**config.mk**
```make
export PLATFORM = sky130hd
export DESIGN_NAME = annexb_access_unit_splitter
export DESIGN_NICKNAME = d
export VERILOG_FILES = /design/src/rtl/aaus_pkg.sv /design/src/rtl/annexb_access_unit_splitter.sv
export SDC_FILE = /design/constraint.sdc
export NUM_CORES = 1
export LEC_CHECK = 0
export ABC_AREA = 1
export BUFFER_PORTS_ARGS = -buffer_cell sky130_fd_sc_hd__buf_4
export CORE_ASPECT_RATIO = 1.5
export CORE_UTILIZATION = 51
export DETAILED_ROUTE_END_ITERATION = 8
export HOLD_SLACK_MARGIN = 0.03
export PLACE_DENSITY_LB_ADDON = 0.2
export SLEW_MARGIN = 15
export SYNTH_ARGS = -nofsm -noshare
export SYNTH_HDL_FRONTEND = slang
export SYNTH_SLANG_ARGS = --single-unit
export TNS_END_PERCENT = 10
```
**constraint.sdc**
```tcl
create_clock -name clk -period 5.05 [get_ports clk]
set_input_delay 0.2525 -clock clk [delete_from_list [all_inputs] [get_ports clk]]
set_output_delay 0.2525 -clock clk [all_outputs]
set_load 0.01 [all_outputs]
```
**src/rtl/aaus_pkg.sv**
```systemverilog
// Package for the Annex-B access unit splitter.
// Holds the result record, byte codes, NAL header masks and register map.
// No dependencies.
`default_nettype none

package aaus_pkg;

	localparam logic [7:0] ZERO_BYTE  = 8'h00;
	localparam logic [7:0] START_BYTE = 8'h01;

	localparam logic [4:0] H264_TYPE_MASK  = 5'h1F;
	localparam logic [4:0] H264_NAL_SLICE  = 5'd1;
	localparam logic [4:0] H264_NAL_IDR    = 5'd5;
	localparam logic [5:0] H265_TYPE_MASK  = 6'h3F;
	localparam logic [5:0] H265_VCL_MAX    = 6'd31;

	localparam logic [1:0] ZRUN_MAX = 2'd3;
	localparam logic [1:0] ZRUN_MIN_START = 2'd2;

	localparam logic REG_CODEC_MODE = 1'b0;
	localparam logic CODEC_H265 = 1'b1;

	typedef struct packed {
		logic [31:0] unit_offset;
		logic [31:0] unit_length;
		logic        unit_has_video;
		logic        last_unit;
	} unit_rec_t;

endpackage

`default_nettype wire

```
**src/rtl/annexb_access_unit_splitter.sv**
```systemverilog
// Annex-B access unit splitter: start code scan, NAL classification,
// unit open/close tracking and a four-entry result queue.
// Depends on aaus_pkg.
//
//   channel | handshake          | payload
//   --------+--------------------+----------------------------------------------
//   in      | in_valid/in_stall  | data_byte, last_byte
//   out     | out_valid/out_stall| unit_offset, unit_length, unit_has_video,
//           |                    | last_unit
//   cfg     | APB write/read     | codec_mode at byte address 0
//
// One byte per clock when not stalled. Stream state updates in the accepting
// cycle and closed units go to a four-entry queue; a byte can close up to two
// units, so input stalls while fewer than two queue slots are free. Reset clears
// stream state, codec_mode and the queue. Output stall only backs up the queue.
`default_nettype none

module annexb_access_unit_splitter
	import aaus_pkg::*;
#(
	parameter int OFFSET_BITS = 32
) (
	input  wire logic        clk,
	input  wire logic        arst_n,
	input  wire logic        in_valid,
	output logic             in_stall,
	input  wire logic [7:0]  data_byte,
	input  wire logic        last_byte,
	output logic             out_valid,
	input  wire logic        out_stall,
	output logic [31:0]      unit_offset,
	output logic [31:0]      unit_length,
	output logic             unit_has_video,
	output logic             last_unit,
	input  wire logic        psel,
	input  wire logic        penable,
	input  wire logic        pwrite,
	input  wire logic [2:0]  paddr,
	input  wire logic [31:0] pwdata,
	output logic [31:0]      prdata,
	output logic             pready
);

	localparam int OW = OFFSET_BITS;
	localparam logic [OW-1:0] OFF_MAX = {OW{1'b1}};

	typedef logic [OW-1:0] off_t;

	logic        codec_mode_q;
	off_t        byte_offset_q;
	logic [1:0]  zero_run_q;
	logic        header_pending_q;
	off_t        pending_nal_start_q;
	logic        unit_open_q;
	off_t        open_unit_start_q;
	logic        open_unit_video_q;

	unit_rec_t   fifo_q [4];
	logic [1:0]  rd_ptr_q;
	logic [1:0]  wr_ptr_q;
	logic [2:0]  count_q;

	logic        in_acc;
	logic        pop;
	logic        hdr_video;
	logic        start_det;
	off_t        back;
	off_t        nal_start_new;
	off_t        end_pos;

	logic        mid_emit;
	off_t        mid_len;
	logic        fin_emit;
	off_t        fin_len;
	logic        uo_a;
	off_t        us_a;
	logic        uv_a;
	logic        uo_b;
	off_t        us_b;
	logic        uv_b;

	logic [1:0]  zr_n;
	unit_rec_t   rec_mid;
	unit_rec_t   rec_fin;
	unit_rec_t   ent0;
	logic [1:0]  push_n;

	function automatic logic [31:0] to_out(input off_t v);
		logic [OW+31:0] ext;
		ext = {32'd0, v};
		return ext[31:0];
	endfunction

	// configuration port
	assign pready = 1'b1;

	always_comb begin
		prdata = 32'd0;
		if (paddr[2] == REG_CODEC_MODE) begin
			prdata = {31'd0, codec_mode_q};
		end
	end

	always_ff @(posedge clk or negedge arst_n) begin
		if (!arst_n) begin
			codec_mode_q <= 1'b0;
		end else if (psel && penable && pwrite && pready && paddr[2] == REG_CODEC_MODE) begin
			codec_mode_q <= pwdata[0];
		end
	end

	assign in_stall = count_q > 3'd2;
	assign in_acc   = in_valid && !in_stall;
	assign out_valid = count_q != 3'd0;
	assign pop      = out_valid && !out_stall;

	always_comb begin
		if (codec_mode_q == CODEC_H265) begin
			hdr_video = ((data_byte[6:1] & H265_TYPE_MASK) <= H265_VCL_MAX);
		end else begin
			hdr_video = ((data_byte[4:0] & H264_TYPE_MASK) == H264_NAL_SLICE) ||
				((data_byte[4:0] & H264_TYPE_MASK) == H264_NAL_IDR);
		end
	end

	always_comb begin
		// NAL whose header is this byte
		uo_a     = unit_open_q;
		us_a     = open_unit_start_q;
		uv_a     = open_unit_video_q;
		mid_emit = 1'b0;
		mid_len  = (pending_nal_start_q >= open_unit_start_q) ?
			pending_nal_start_q - open_unit_start_q : '0;
		if (header_pending_q) begin
			if (!unit_open_q) begin
				uo_a = 1'b1;
				us_a = pending_nal_start_q;
				uv_a = hdr_video;
			end else if (hdr_video && open_unit_video_q) begin
				mid_emit = 1'b1;
				us_a     = pending_nal_start_q;
				uv_a     = 1'b1;
			end else begin
				uv_a = open_unit_video_q || hdr_video;
			end
		end

		// start code scan
		start_det = (data_byte == START_BYTE) && (zero_run_q >= ZRUN_MIN_START);
		back = (zero_run_q == ZRUN_MAX) ? off_t'(3) : off_t'(2);
		nal_start_new = (byte_offset_q >= back) ? byte_offset_q - back : '0;
		if (data_byte == ZERO_BYTE) begin
			zr_n = (zero_run_q == ZRUN_MAX) ? ZRUN_MAX : zero_run_q + 2'd1;
		end else begin
			zr_n = 2'd0;
		end

		// stream end: headerless NAL counts as non-video
		uo_b = uo_a;
		us_b = us_a;
		uv_b = uv_a;
		if (start_det && !uo_a) begin
			uo_b = 1'b1;
			us_b = nal_start_new;
			uv_b = 1'b0;
		end
		end_pos  = (byte_offset_q == OFF_MAX) ? OFF_MAX : byte_offset_q + off_t'(1);
		fin_len  = (end_pos >= us_b) ? end_pos - us_b : '0;
		fin_emit = last_byte && uo_b;

		rec_mid.unit_offset    = to_out(open_unit_start_q);
		rec_mid.unit_length    = to_out(mid_len);
		rec_mid.unit_has_video = 1'b1;
		rec_mid.last_unit      = 1'b0;
		rec_fin.unit_offset    = to_out(us_b);
		rec_fin.unit_length    = to_out(fin_len);
		rec_fin.unit_has_video = uv_b;
		rec_fin.last_unit      = 1'b1;

		ent0   = mid_emit ? rec_mid : rec_fin;
		push_n = {1'b0, mid_emit} + {1'b0, fin_emit};
	end

	always_ff @(posedge clk or negedge arst_n) begin
		if (!arst_n) begin
			byte_offset_q       <= '0;
			zero_run_q          <= 2'd0;
			header_pending_q    <= 1'b0;
			pending_nal_start_q <= '0;
			unit_open_q         <= 1'b0;
			open_unit_start_q   <= '0;
			open_unit_video_q   <= 1'b0;
		end else if (in_acc) begin
			if (last_byte) begin
				byte_offset_q       <= '0;
				zero_run_q          <= 2'd0;
				header_pending_q    <= 1'b0;
				pending_nal_start_q <= '0;
				unit_open_q         <= 1'b0;
				open_unit_start_q   <= '0;
				open_unit_video_q   <= 1'b0;
			end else begin
				byte_offset_q     <= end_pos;
				zero_run_q        <= zr_n;
				header_pending_q  <= start_det;
				if (start_det) begin
					pending_nal_start_q <= nal_start_new;
				end
				unit_open_q       <= uo_a;
				open_unit_start_q <= us_a;
				open_unit_video_q <= uv_a;
			end
		end
	end

	// result queue
	always_ff @(posedge clk) begin
		if (in_acc && push_n != 2'd0) begin
			fifo_q[wr_ptr_q] <= ent0;
			if (push_n == 2'd2) begin
				fifo_q[wr_ptr_q + 2'd1] <= rec_fin;
			end
		end
	end

	always_ff @(posedge clk or negedge arst_n) begin
		if (!arst_n) begin
			rd_ptr_q <= 2'd0;
			wr_ptr_q <= 2'd0;
			count_q  <= 3'd0;
		end else begin
			if (in_acc) begin
				wr_ptr_q <= wr_ptr_q + push_n;
			end
			if (pop) begin
				rd_ptr_q <= rd_ptr_q + 2'd1;
			end
			count_q <= count_q + (in_acc ? {1'b0, push_n} : 3'd0) - {2'd0, pop};
		end
	end

	assign unit_offset    = fifo_q[rd_ptr_q].unit_offset;
	assign unit_length    = fifo_q[rd_ptr_q].unit_length;
	assign unit_has_video = fifo_q[rd_ptr_q].unit_has_video;
	assign last_unit      = fifo_q[rd_ptr_q].last_unit;

endmodule

`default_nettype wire

```
==> summary.txt, run 1 <==
Min path
  – Worst hold stages: 4
  – Min-delay src: last_byte
  – Classification of the worst-slack hold path: primary input to register

Setup path
  – Critical Path Start: zero_run_q[1]$_DFFE_PN0P_
  – Worst Path Arrival: 5.22 ns
  – Max Fanout on Critical Path: 11
  – Critical Path RT: 5.48 ns
  – Crit path kind: register to register
  – Startpoint types: register
  – Startpoint of the lowest-slack register-to-register path: zero_run_q[1]$_DFFE_PN0P_
  – Cell depth of the worst flop-to-flop path: 24
  – Endpoint of the worst register-to-register path: fifo_q[2][4]$_DFFE_PP_
  – Reg2reg setup slack: 0.26 ns
  – Critical Path Sink Type: register
  – Capturing instance or port of the critical path: fifo_q[2][4]$_DFFE_PP_

STA
  – Worst max-slew margin expressed relative to the limit: 30.03%
  – Unrepaired setup endpoints after global routing: true
  – Skew final: 0.02101 ns
  – Final setup violation count: 0
  – Transition at the pin with the smallest max-transition slack: 1.049 ns
  – Minimum setup slack in the final design: 0.2603 ns
  – Final hold violation count: 0
  – Max Fclk: 208.8 MHz
  – Final min period: 4.790 ns
  – Period utilisation layout: 94.85%
  – Fin. max-slew vios: 0
  – Worst hold-check slack: 0.04895 ns

Logic synthesis
  – Portion of the post-synthesis area used by sequential elements: 40.12%
  – Library cell occupying the most area in the post-synthesis netlist: sky130_fd_sc_hd__edfxtp_1
  – Top post-synthesis cells by area: sky130_fd_sc_hd__edfxtp_1, sky130_fd_sc_hd__nand2_1, sky130_fd_sc_hd__dfrtp_1, sky130_fd_sc_hd__nand3_1, sky130_fd_sc_hd__inv_1
  – Number of standard cells after synthesis: 3750
  – Distinct cell type count after synthesis: 48
  – EDFF count, synth: 260
  – Yosys warnings: 0
  – FF+latch count, synth: 373
  – Fraction of post-synthesis cell area in the top cell type by area: 29.51%
  – Post-synth ARST share: 29.22%
  – Post-synthesis instance area: 26460 um^2
  – Mean post-synth cell area: 7.055 um^2
  – Commonest register cell after synthesis: sky130_fd_sc_hd__edfxtp_1

Die
  – Number of standard-cell rows in the floorplan: 101
  – I/O pin total: 152
  – Starting density of the core: 51.95%
  – Die area: 52810 um^2
  – Core Area: 50930 um^2
  – Horizontal die dimension: 188.0 um
  – Die outline height: 280.9 um

Clock tree
  – Total CTS buffers: 38
  – Clock H-tree levels: 2
  – Clock tree root driver cell: sky130_fd_sc_hd__clkbuf_16
  – Clock tree from TritonCTS: done
  – Longest Clk Path Bufs: 3
  – Clk sink count: 373
  – Clock transition time at the flip-flop clock pins of the worst setup and hold paths: 0.06 ns
  – Source-to-sink clock delay at the later pin of the worst-skew pair: 0.56 ns

Drt
  – Via density per instance: 5.830
  – Top routing layer used: met4
  – Count of unresolved DRC violations after routing: 0
  – First-pass detailed-route iteration total: 6
  – DRC marker count from the first detailed-route iteration: 2360
  – DRT Wirelength: 97540 um
  – WL per Instance: 21.72 um
  – Number of nets with antenna violations after routing: 0
  – WL met1: 35180 um
  – Routed length on met3: 7474 um
  – Number of vias after detailed routing: 26180
  – Total met2 wirelength after detailed routing: 47020 um

Placed design
  – Detailed placement HPWL: 71880 um
  – Placer's final routability congestion estimate: 1.078
  – Number of buffer cells added on primary ports: 86
  – Worst setup timing slack at the placement stage: 0.1592 ns
  – Area after detailed placement: 27880 um^2

GRT
  – Vias in the first global route: 24360
  – Largest net degree at the start of global routing: 68
  – Leftover overflow at the end of global routing: 0
  – Global-route usage over all layers: 36.96%
  – Wire length of the first global-routing pass: 146300 um
  – Initial antenna violation count: 1

Status
  – Run status: finished clean

Layout
  – Fraction of layout cells with a size suffix above 1: 9.084%
  – Area Overhead vs Synth: 10.29%
  – Post-route cell area: 29180 um^2
  – Total of fill cells in the finished design: 4932
  – Final net count: 3921

Run
  – Max-cap viol count: 0
critical path, stage by stage, from the launching register on:
cell and delay [ns]:
sky130_fd_sc_hd__dfrtp_1 0.39, sky130_fd_sc_hd__nand2_1 0.08, sky130_fd_sc_hd__inv_1 0.12, sky130_fd_sc_hd__ha_1 0.16, sky130_fd_sc_hd__inv_1 0.07, sky130_fd_sc_hd__ha_1 0.19
sky130_fd_sc_hd__inv_1 0.07, sky130_fd_sc_hd__nand2_1 0.12, sky130_fd_sc_hd__nor2_4 0.25, sky130_fd_sc_hd__inv_2 0.08, sky130_fd_sc_hd__o21ai_0 0.38, sky130_fd_sc_hd__nand3_1 0.17
sky130_fd_sc_hd__and2_1 0.34, sky130_fd_sc_hd__ha_1 0.56, sky130_fd_sc_hd__nand2_1 0.15, sky130_fd_sc_hd__nor2_1 0.19, sky130_fd_sc_hd__nand2_1 0.11, sky130_fd_sc_hd__nor2_1 0.11
sky130_fd_sc_hd__nand2_1 0.07, sky130_fd_sc_hd__nand2_2 0.12, sky130_fd_sc_hd__inv_2 0.11, sky130_fd_sc_hd__buf_12 0.18, sky130_fd_sc_hd__nor3_2 0.44, sky130_fd_sc_hd__nand2_1 0.12
sky130_fd_sc_hd__nand2_1 0.09
cells in the final DEF (no fill, tap or decap), types with 5 or more instances in the layout:
cell / instances
sky130_fd_sc_hd__nand4_1: 70
sky130_fd_sc_hd__inv_2: 33
sky130_fd_sc_hd__o211ai_1: 5
sky130_fd_sc_hd__buf_4: 159
sky130_fd_sc_hd__nand2_2: 18
sky130_fd_sc_hd__buf_12: 6
sky130_fd_sc_hd__nand2_1: 1204
sky130_fd_sc_hd__clkinv_1: 8
sky130_fd_sc_hd__o22ai_1: 102
sky130_fd_sc_hd__xor2_1: 27
sky130_fd_sc_hd__o21ai_0: 257
sky130_fd_sc_hd__clkbuf_16: 38
sky130_fd_sc_hd__inv_1: 404
sky130_fd_sc_hd__nand2_4: 6
sky130_fd_sc_hd__conb_1: 32
sky130_fd_sc_hd__clkbuf_1: 8
sky130_fd_sc_hd__clkinvlp_4: 6
sky130_fd_sc_hd__nor4_1: 11
sky130_fd_sc_hd__nand3b_1: 22
sky130_fd_sc_hd__clkinv_2: 6
sky130_fd_sc_hd__nand3_1: 382
sky130_fd_sc_hd__nor2_4: 26
sky130_fd_sc_hd__ha_1: 73
sky130_fd_sc_hd__dfrtp_1: 107
sky130_fd_sc_hd__and2_1: 24
sky130_fd_sc_hd__a21oi_1: 54
sky130_fd_sc_hd__o21ai_1: 67
sky130_fd_sc_hd__nor2_1: 288
sky130_fd_sc_hd__edfxtp_1: 260
sky130_fd_sc_hd__xnor2_1: 24
sky130_fd_sc_hd__nor3_4: 5
sky130_fd_sc_hd__nor2_2: 12
sky130_fd_sc_hd__nor3_1: 19
registers in the layout (all words and copies together) (netlist names), 2 cells and up:
register	cells
fifo_q	264
rd_ptr_q	2
count_q	3
wr_ptr_q	2
zero_run_q	2
byte_offset_q	32
pending_nal_start_q	32
open_unit_start_q	32
synthesized netlist by cell type (5+ instances only):
| master | instances |
|---|---|
| sky130_fd_sc_hd__ha_1 | 74 |
| sky130_fd_sc_hd__o21ai_1 | 67 |
| sky130_fd_sc_hd__o211ai_1 | 5 |
| sky130_fd_sc_hd__nand3_1 | 383 |
| sky130_fd_sc_hd__dfrtp_1 | 109 |
| sky130_fd_sc_hd__o21ai_0 | 259 |
| sky130_fd_sc_hd__buf_4 | 37 |
| sky130_fd_sc_hd__nand3b_1 | 22 |
| sky130_fd_sc_hd__nand2_1 | 1210 |
| sky130_fd_sc_hd__nor2_4 | 21 |
| sky130_fd_sc_hd__nor4_1 | 11 |
| sky130_fd_sc_hd__o22ai_1 | 102 |
| sky130_fd_sc_hd__nand4_1 | 70 |
| sky130_fd_sc_hd__buf_2 | 36 |
| sky130_fd_sc_hd__xnor2_1 | 25 |
| sky130_fd_sc_hd__nor2_1 | 296 |
| sky130_fd_sc_hd__buf_1 | 10 |
| sky130_fd_sc_hd__nand2_2 | 18 |
| sky130_fd_sc_hd__and2_1 | 26 |
| sky130_fd_sc_hd__inv_1 | 412 |
| sky130_fd_sc_hd__nor3_1 | 20 |
| sky130_fd_sc_hd__inv_2 | 28 |
| sky130_fd_sc_hd__xor2_1 | 27 |
| sky130_fd_sc_hd__nor2_2 | 9 |
| sky130_fd_sc_hd__a21oi_1 | 55 |
| sky130_fd_sc_hd__clkbuf_1 | 112 |
| sky130_fd_sc_hd__edfxtp_1 | 260 |
metal layers:
layer / global-route usage (%) / vias up
met5: 0 / -
met4: 26.29 / 0
met3: 5.182 / 357
met2: 63.33 / 1328
met1: 42.40 / 12170
li1: - / 12330
cell type report:
class	count	area (um^2)	share of cell area, %
Antenna cell	1	2.502	0.008576
Clock buffer	46	980.9	3.362
Clock inverter	21	202.7	0.6947
Inverter	443	1673	5.733
Multi-Input combinational cell	2767	13500	46.26
Sequential cell	373	10620	36.40
Tap cell	669	837.1	2.869
Timing Repair Buffer	170	1365	4.678
through the flow:
| step | TNS [ns] | instances | util, % |
|---|---|---|---|
| 6_report | 0 | 4490 | 57.29 |
| 5_1_grt | -1.276 | 4489 | 57.29 |
| 4_1_cts | 0 | 4487 | 57.14 |
| 3_5_place_dp | 0 | 4416 | 54.74 |
| 3_3_place_gp | 0 | 4416 | 54.74 |
| 2_1_floorplan | 0 | 3780 | - |
kinds of logic (layout without fill, tap and decap cells):
family | Yosys count | in the layout | share of synthesized area (%)
buffers and inverters | 640 | 680 | 9.833
XOR/XNOR | 52 | 52 | 1.722
other | 2 | 33 | 0.02839
adder cells (fa/ha/maj) | 77 | 77 | 3.727
AO/OA/AOI/OAI | 499 | 499 | 10.12
flip-flops | 373 | 373 | 40.12
AND/OR/NAND/NOR | 2107 | 2107 | 34.45
worst min-delay path by stage:
stage and endpoint:
5_1_grt open_unit_start_q[25]$_DFFE_PN0P_, 3_3_place_gp count_q[0]$_DFF_PN0_, 3_5_place_dp count_q[0]$_DFF_PN0_, 2_1_floorplan byte_offset_q[0]$_DFFE_PN0P_, 6_report open_unit_start_q[26]$_DFFE_PN0P_, 4_1_cts open_unit_start_q[26]$_DFFE_PN0P_
what timing repair did:
action / CTS / global route
setup buffers: 0 / 2
gates resized for setup: 0 / 23
endpoints found under the hold margin: 50 / 0
hold buffers: 4 / 0
endpoints found under the setup margin: 0 / 128
Power of run 1 is not shown: default switching activity piles up to over one toggle a cycle in this logic, so the estimate is an artifact.
==> run 2: changes to the inputs <==
--- a/config.mk
+++ b/config.mk
@@ -6,7 +6,7 @@
 export NUM_CORES = 1
 export LEC_CHECK = 0
 export ABC_AREA = 1
-export BUFFER_PORTS_ARGS = -buffer_cell sky130_fd_sc_hd__buf_4
+export BUFFER_PORTS_ARGS = -buffer_cell sky130_fd_sc_hd__buf_2
 export CORE_ASPECT_RATIO = 1.5
 export CORE_UTILIZATION = 51
 export DETAILED_ROUTE_END_ITERATION = 8
==> summary.txt, run 2 (synthesis results as in run 1) <==
Drt
  – DRC marker count from the first detailed-route iteration: 2352
  – First-pass detailed-route iteration total: 6
  – DRT Wirelength: 100200 um
  – Count of unresolved DRC violations after routing: 0
  – Number of nets with antenna violations after routing: 0
  – WL per Instance: 22.21 um
  – Via density per instance: 5.779
  – Number of vias after detailed routing: 26060

STA
  – Setup total negative slack: 0 ns
  – Skew final: 0.02887 ns
  – Worst max-slew margin expressed relative to the limit: 29.23%
  – Max Fclk: 210.4 MHz
  – Worst hold-check slack: 0.05538 ns
  – Final min period: 4.752 ns
  – Final hold violation count: 0
  – Unrepaired setup endpoints after global routing: true
  – Period utilisation layout: 94.11%
  – Final setup violation count: 0
  – Fin. max-slew vios: 0
  – Transition at the pin with the smallest max-transition slack: 1.062 ns

Setup path
  – Critical Path RT: 5.35 ns
  – Critical Path Most Common Cell: sky130_fd_sc_hd__nand2_1
  – Reg2reg setup slack: 0.30 ns
  – Critical Path Sink Type: register
  – Master of the slowest instance on the critical path: sky130_fd_sc_hd__ha_1
  – Startpoint types: register
  – Startpoint of the lowest-slack register-to-register path: zero_run_q[1]$_DFFE_PN0P_
  – Max Fanout on Critical Path: 7
  – Worst Path Arrival: 5.06 ns
  – Critical Path Start: zero_run_q[1]$_DFFE_PN0P_
  – Crit path kind: register to register
  – Endpoint of the worst register-to-register path: fifo_q[3][25]$_DFFE_PP_
  – Cell depth of the worst flop-to-flop path: 27
  – Max stage delay on crit path: 0.52 ns

GRT
  – Initial antenna violation count: 4
  – Leftover overflow at the end of global routing: 0
  – Global-route usage over all layers: 37.96%
  – Vias in the first global route: 24590
  – Largest net degree at the start of global routing: 79
  – Wire length of the first global-routing pass: 149400 um

Clock tree
  – Clock tree root driver cell: sky130_fd_sc_hd__clkbuf_16
  – Clock H-tree levels: 2
  – Clock transition time at the flip-flop clock pins of the worst setup and hold paths: 0.06 ns
  – Clock tree from TritonCTS: done
  – Total CTS buffers: 40
  – Source-to-sink clock delay at the later pin of the worst-skew pair: 0.58 ns
  – Clk sink count: 373
  – Longest Clk Path Bufs: 3

Die
  – Core Area: 50930 um^2
  – Die area: 52810 um^2
  – Number of standard-cell rows in the floorplan: 101
  – I/O pin total: 152
  – Die outline height: 280.9 um
  – Horizontal die dimension: 188.0 um
  – Starting density of the core: 51.95%

Layout
  – Area Overhead vs Synth: 10.25%
  – Core Util, Final: 57.27%
  – Final net count: 3935
  – Most flops, register: fifo_q
  – Total of fill cells in the finished design: 4891
  – Most common cell after layout, fill and taps aside: sky130_fd_sc_hd__nand2_1
  – Layout Cells excl Fill: 4509
  – Fraction of layout cells with a size suffix above 1: 9.169%
  – Largest register FFs: 264
  – Register area: 10620 um^2
  – Combined area of the multi-input logic cells: 13470 um^2
  – Most used cells in the layout excluding fill and tap cells: sky130_fd_sc_hd__nand2_1, sky130_fd_sc_hd__inv_1, sky130_fd_sc_hd__nand3_1

Run
  – Max-cap viol count: 0

Min path
  – Min-delay src: data_byte[1]
  – Classification of the worst-slack hold path: primary input to register
  – Worst hold endpoint: zero_run_q[1]$_DFFE_PN0P_
  – Worst hold stages: 4

Placed design
  – Detailed placement HPWL: 73310 um
  – Placer's final routability congestion estimate: 1.064
  – Number of buffer cells added on primary ports: 86
  – Dpl cells: 4428

Status
  – Run status: finished clean
## run 2: metal layers
| metal | track usage (%) | routed length, um | part of all wire [%] | vias up |
|---|---|---|---|---|
| met5 | 0 | 11 | 0.011 | - |
| met4 | 28.12 | 8360 | 8.3 | 2 |
| met3 | 5.907 | 7935 | 7.9 | 351 |
| met2 | 64.19 | 47570 | 48 | 1318 |
| met1 | 43.45 | 36270 | 36 | 12010 |
| li1 | - | - | - | 12380 |
## run 2: final cells by class
| class | instances | share of cell area, % |
|---|---|---|
| Multi-Input combinational cell | 2767 | 46.16 |
| Inverter | 443 | 5.727 |
| Clock inverter | 29 | 1.072 |
| Clock buffer | 45 | 3.496 |
| Antenna cell | 1 | 0.008579 |
| Timing Repair Buffer | 182 | 4.251 |
| Tap cell | 669 | 2.870 |
| Sequential cell | 373 | 36.41 |
## run 2: critical path, delay by kind of cell, from the launching register on
| kind | cells | cell delay (ns) |
|---|---|---|
| adders and majority gates | 3 | 0.88 |
| and+or+nand+nor | 19 | 2.66 |
| DFF | 1 | 0.39 |
| buffers and inverters | 5 | 0.55 |
## run 2: what timing repair did
action                                 CTS  global route
hold buffers                             5             0
endpoints found under the hold margin   74             0
gates resized for setup                  0            13
buffers inserted                         0             1
setup endpoints to repair                0           113
## run 2: metrics by stage
step                instance area, um^2  setup slack (ns)
floorplan                         26570            0.8106
global placement                  27740            0.1855
detailed placement                27740            0.1406
CTS                               29120            0.1300
global route                      29170         -0.006018
finish                            29170            0.2976
## run 2: how the worst max path moves through the flow
stage,end,slack [ns]
global placement,fifo_q[3][13]$_DFFE_PP_,0.19
global route,fifo_q[0][10]$_DFFE_PP_,-0.006
detailed placement,fifo_q[1][13]$_DFFE_PP_,0.14
CTS,fifo_q[0][13]$_DFFE_PP_,0.13
finish,fifo_q[3][25]$_DFFE_PP_,0.30
floorplan,fifo_q[2][10]$_DFFE_PP_,0.81
Power of run 2 is left out for the same reason.
